<file path="src/rtl/rse_pkg.sv">
// Shared types and codes for the RPN stack evaluator.
package rse_pkg;

    localparam int WORD_W = 32;

    typedef enum logic [3:0] {
        KIND_PUSH    = 4'd0,
        KIND_ADD     = 4'd1,
        KIND_SUB     = 4'd2,
        KIND_MUL     = 4'd3,
        KIND_DROP    = 4'd4,
        KIND_PRINT   = 4'd5,
        KIND_READ    = 4'd6,
        KIND_WRITE   = 4'd7,
        KIND_LOCK    = 4'd8,
        KIND_ANSWER  = 4'd9,
        KIND_UNKNOWN = 4'd10
    } t_kind;

    typedef enum logic [2:0] {
        ACT_PRINT = 3'd0,
        ACT_READ  = 3'd1,
        ACT_WRITE = 3'd2,
        ACT_LOCK  = 3'd3,
        ACT_ERROR = 3'd4
    } t_action;

    typedef enum logic [1:0] {
        ERR_NONE    = 2'd0,
        ERR_BOUNDS  = 2'd1,
        ERR_UNKNOWN = 2'd2
    } t_err;

    // Where a stack cell takes its next word from.
    typedef enum logic [1:0] {
        SH_HOLD      = 2'd0,
        SH_FROM_UP   = 2'd1,
        SH_FROM_NEXT = 2'd2,
        SH_FROM_SKIP = 2'd3
    } t_shift;

    typedef enum logic {
        REG_USER_ID_LOW  = 1'b0,
        REG_USER_ID_HIGH = 1'b1
    } t_reg;

endpackage

</file>
<file path="src/rtl/rse_cell.sv">
// One stack cell: holds a single word and moves it along the chain.
module rse_cell (
    input  logic                      i_clk,
    input  rse_pkg::t_shift           i_op,
    input  logic [rse_pkg::WORD_W-1:0] i_up,
    input  logic [rse_pkg::WORD_W-1:0] i_next,
    input  logic [rse_pkg::WORD_W-1:0] i_skip,
    output logic [rse_pkg::WORD_W-1:0] o_word
);
    import rse_pkg::*;

    logic [WORD_W-1:0] r_word;

    always_ff @(posedge i_clk) begin
        case (i_op)
            SH_FROM_UP:   r_word <= i_up;
            SH_FROM_NEXT: r_word <= i_next;
            SH_FROM_SKIP: r_word <= i_skip;
            default:      r_word <= r_word;
        endcase
    end

    assign o_word = r_word;

endmodule

</file>
<file path="config.mk">
export PLATFORM = sky130hd
export DESIGN_NAME = rse_cell
export DESIGN_NICKNAME = d
export VERILOG_FILES = /design/src/rtl/rse_pkg.sv /design/src/rtl/rse_cell.sv
export SDC_FILE = /design/constraint.sdc
export NUM_CORES = 1
export LEC_CHECK = 0
export ABC_AREA = 1
export BUFFER_PORTS_ARGS = -buffer_cell sky130_fd_sc_hd__buf_2
export CAP_MARGIN = 20
export CORE_ASPECT_RATIO = 1.25
export CORE_MARGIN = 3
export CORE_UTILIZATION = 35
export DETAILED_ROUTE_END_ITERATION = 12
export PLACE_DENSITY = 0.72
export SYNTH_ARGS = -nofsm -noshare
export SYNTH_HDL_FRONTEND = slang
export SYNTH_SLANG_ARGS = --single-unit
</file>
<file path="constraint.sdc">
create_clock -name i_clk -period 1.85 [get_ports i_clk]
set_input_delay 0.0925 -clock i_clk [delete_from_list [all_inputs] [get_ports i_clk]]
set_output_delay 0.0925 -clock i_clk [all_outputs]
set_load 0.1 [all_outputs]
</file>
==> flow_results.org <==
** STA
- The final number of hold-violating endpoints is 0.
- Setup repair after global routing left no endpoint under its margin.
- Adding up every negative setup slack in the final design gives 0 ns.
- After layout, the worst path uses 61.1% of the clock period.
- Based on the critical path, the design can be clocked at up to 0.885 GHz.
- Setup Viol. Count Final :: 0
- The clock period could shrink to 1.13 ns.
- At the pin with the least slew margin, the transition time is 0.514 ns.
- Max-slew headroom at the worst pin :: 66.0%
- Final number of max-transition violations :: 0

** Power and ir drop
- Internal power summed over all cells :: 0.00134 W
- In this run, the clock network consumes 20.3% of the power.
- Part of the total power dissipated in sequential elements :: 38.7%
- For this design the static power due to leakage is 1.20 nW.
- Of the total power, the share spent switching nets is 43.6%.
- Gate power share :: 41.0%
- IR analysis of the VDD net gives a maximum drop of 0.371 mV.
- Switching power summed over all nets :: 0.00103 W
- Power spread over the standard cell area amounts to 980 nW/um^2.
- Post-layout total power :: 0.00237 W

** Floorplanning
- Y dimension of the die :: 84.2 microns
- Effective utilization at floorplan :: 37.6%
- After floorplanning, the core was sized to cover 4560 sq um.
- In this run the count of I/O pins placed on the die edge is 131.
- The die is 68.6 microns wide.
- Total Die Area :: 5770 sq um
- The floorplan has 27 rows.

** Synthesis
- Sequential cells were found to cover 56.1% of the synthesized design area.
- A synthesized cell averages 9.52 sq um.
- Yosys warning count :: 0
- Syn_nets :: 279
- Yosys mapped the design onto 8 distinct sky130hd cell types.
- Cell count after synthesis :: 180
- The synthesized design contains 32 register bits.
- Synth Cell Area :: 1710 sq um

** Layout
- Once layout is done, the placed cells without fillers occupy 2420 sq um.
- Of the cells placed in the final design, the portion with a size suffix greater than 1 is 46.3%.
- At the end of the flow the core is filled with cells to 53.1%.
- The repair_antennas step left the layout with diodes totalling 0.
- The library cell used most frequently in the layout, excluding fill and tap cells, is sky130_fd_sc_hd__buf_2.
- Highest-count cells in the layout ignoring fill and taps :: 130 x sky130_fd_sc_hd__buf_2, 96 x sky130_fd_sc_hd__nand3_1, 33 x sky130_fd_sc_hd__nand2_1
- The finished layout holds 365 standard cells, fillers aside.
- Number of flip-flops under the largest register name :: 32
- Layout overhead on the synthesized area :: 41.5%
- In the final design database the tool counted 405 nets.

** GRT
- For this run, the total global-route usage over all layers was measured as 17.4%.
- Antenna violations before repair :: 0
- Entering global routing, the biggest net connects 33 pins.
- The total overflow left after global routing is 0.
- Wire length of the first global-routing pass :: 7720 microns
- The number of global-route vias before repair is 1,727.

** Hold path
- In this run the worst hold path is classified as in -> reg.

** Clock network
- TritonCTS built the clock tree.
- Clock tree synthesis inserted a total of 5 buffers.
- CTS placed an instance of sky130_fd_sc_hd__clkbuf_8 at the clock tree root.
- Clock slew seen by the registers of the worst setup and hold paths :: 0.06 ns
- H-tree depth reported by CTS :: 2
- In this run the post-CTS setup repair buffer count came out at 0.
- Number of clock sinks seen by CTS :: 32
- Hold buffer count at cts :: 0
- No sink is reached through more buffers than the 2 on the longest clock path.
- Count of cells resized by post-cts repair :: 0

** Placed design
- Instance count after placement with tap cells included :: 357
- RePlAce Congestion :: 0.802
- Input and output buffers added on the ports amount to 130.
- Detailed placement finished with a half-perimeter wire length of 3700 microns.
- Once placement finished, the instance area stood at 2340 sq um.

** Route
- Number of routed nets with antenna violations :: 0
- In the routed design, unresolved DRC markers number 0.
- Via Count :: 1,799
- Dividing the detail-routed via count by the number of cells gives 4.93.
- Before antenna repair, the detailed router went through 4 iterations.
- WL per Instance :: 13.5 microns
- Initial detailed-routing violation count :: 154
- Wires add up to 4940 microns.

** Worst setup path
- Crit path capture type :: output pin
- For the worst setup path, the data arrival time is 1.04 ns.
- Combined buffer and inverter count along the critical path :: 1
- Maximum single-stage delay on the critical path :: 0.43 ns
- Crit path required time :: 1.76 ns
- The worst setup path is launched from a register.
- Cell with the biggest individual delay on the critical path :: sky130_fd_sc_hd__buf_2
- The setup path with the least slack is of type reg -> out.
- The signal on the critical path passes through buf_2.
- The kind of cell with the highest combined delay along the critical path is buffers and inverters.
- In this run the worst path has a maximum fanout of 1.

** Run status
- The flow ran to the end, and the final reports show no timing, DRC or antenna violations.

** Job
- Count of maximum capacitance violations :: 0
[cell families (layout without fill, tap and decap cells)]
| kind of cell | Yosys count | in the layout | synth area share (%) |
|---|---|---|---|
| AND/OR/NAND/NOR | 129 | 129 | 35.3 |
| flip-flops | 32 | 32 | 56.1 |
| buffers and inverters | 19 | 146 | 8.62 |
[per-layer routing]
metal  vias to the layer above  track usage [%]  part of all wire [%]
met5                         -                0                     0
li1                        900                -                     -
met2                        79             30.8                    54
met4                         0             5.97                   1.2
met1                       814             20.0                    37
met3                         6             3.61                   8.1
[metrics by stage]
stage	worst slack (ns)	hold WS [ns]
6_report	0.720	0.110
2_1_floorplan	0.373	0.295
5_1_grt	0.670	0.113
3_5_place_dp	0.803	0.387
4_1_cts	0.696	0.104
3_3_place_gp	0.816	0.383
[power groups by stage]
stage | Clock [W] | Sequential, W | Combinational [W]
after floorplan | 0 | 0.00157 | 0.000145
after global placement | 0 | 0.000932 | 0.000973
after detailed placement | 0 | 0.000936 | 0.000979
after CTS | 0.000500 | 0.000922 | 0.000980
after global routing | 0.000537 | 0.000930 | 0.00102
final | 0.000481 | 0.000919 | 0.000974
[final cells by class]
class | instances | area [sq um]
flip-flops and latches | 32 | 961
well taps | 58 | 72.6
clock inverters | 1 | 3.75
inverters | 2 | 10.0
multi-input cells | 129 | 604
repair buffers | 136 | 696
clock buffers | 7 | 76.3
fillers | 470 | 2140
[cell usage after synthesis (all sizes together)]
cell / number / area share (%)
buf: 17 / 8.0
edfxtp: 32 / 56
inv: 2 / 0.58
nand2: 33 / 7.2
nand3: 96 / 28
[path summary, 6_finish.rpt]
check / start / to / slack [ns] / cells past startpoint
worst max-delay path: o_word[25]$_DFFE_PP_ / o_word[25] / 0.72 / 1
worst min-delay path: i_up[5] / o_word[5]$_DFFE_PP_ / 0.11 / 3
Note: power is estimated with default switching activity, not from simulation.
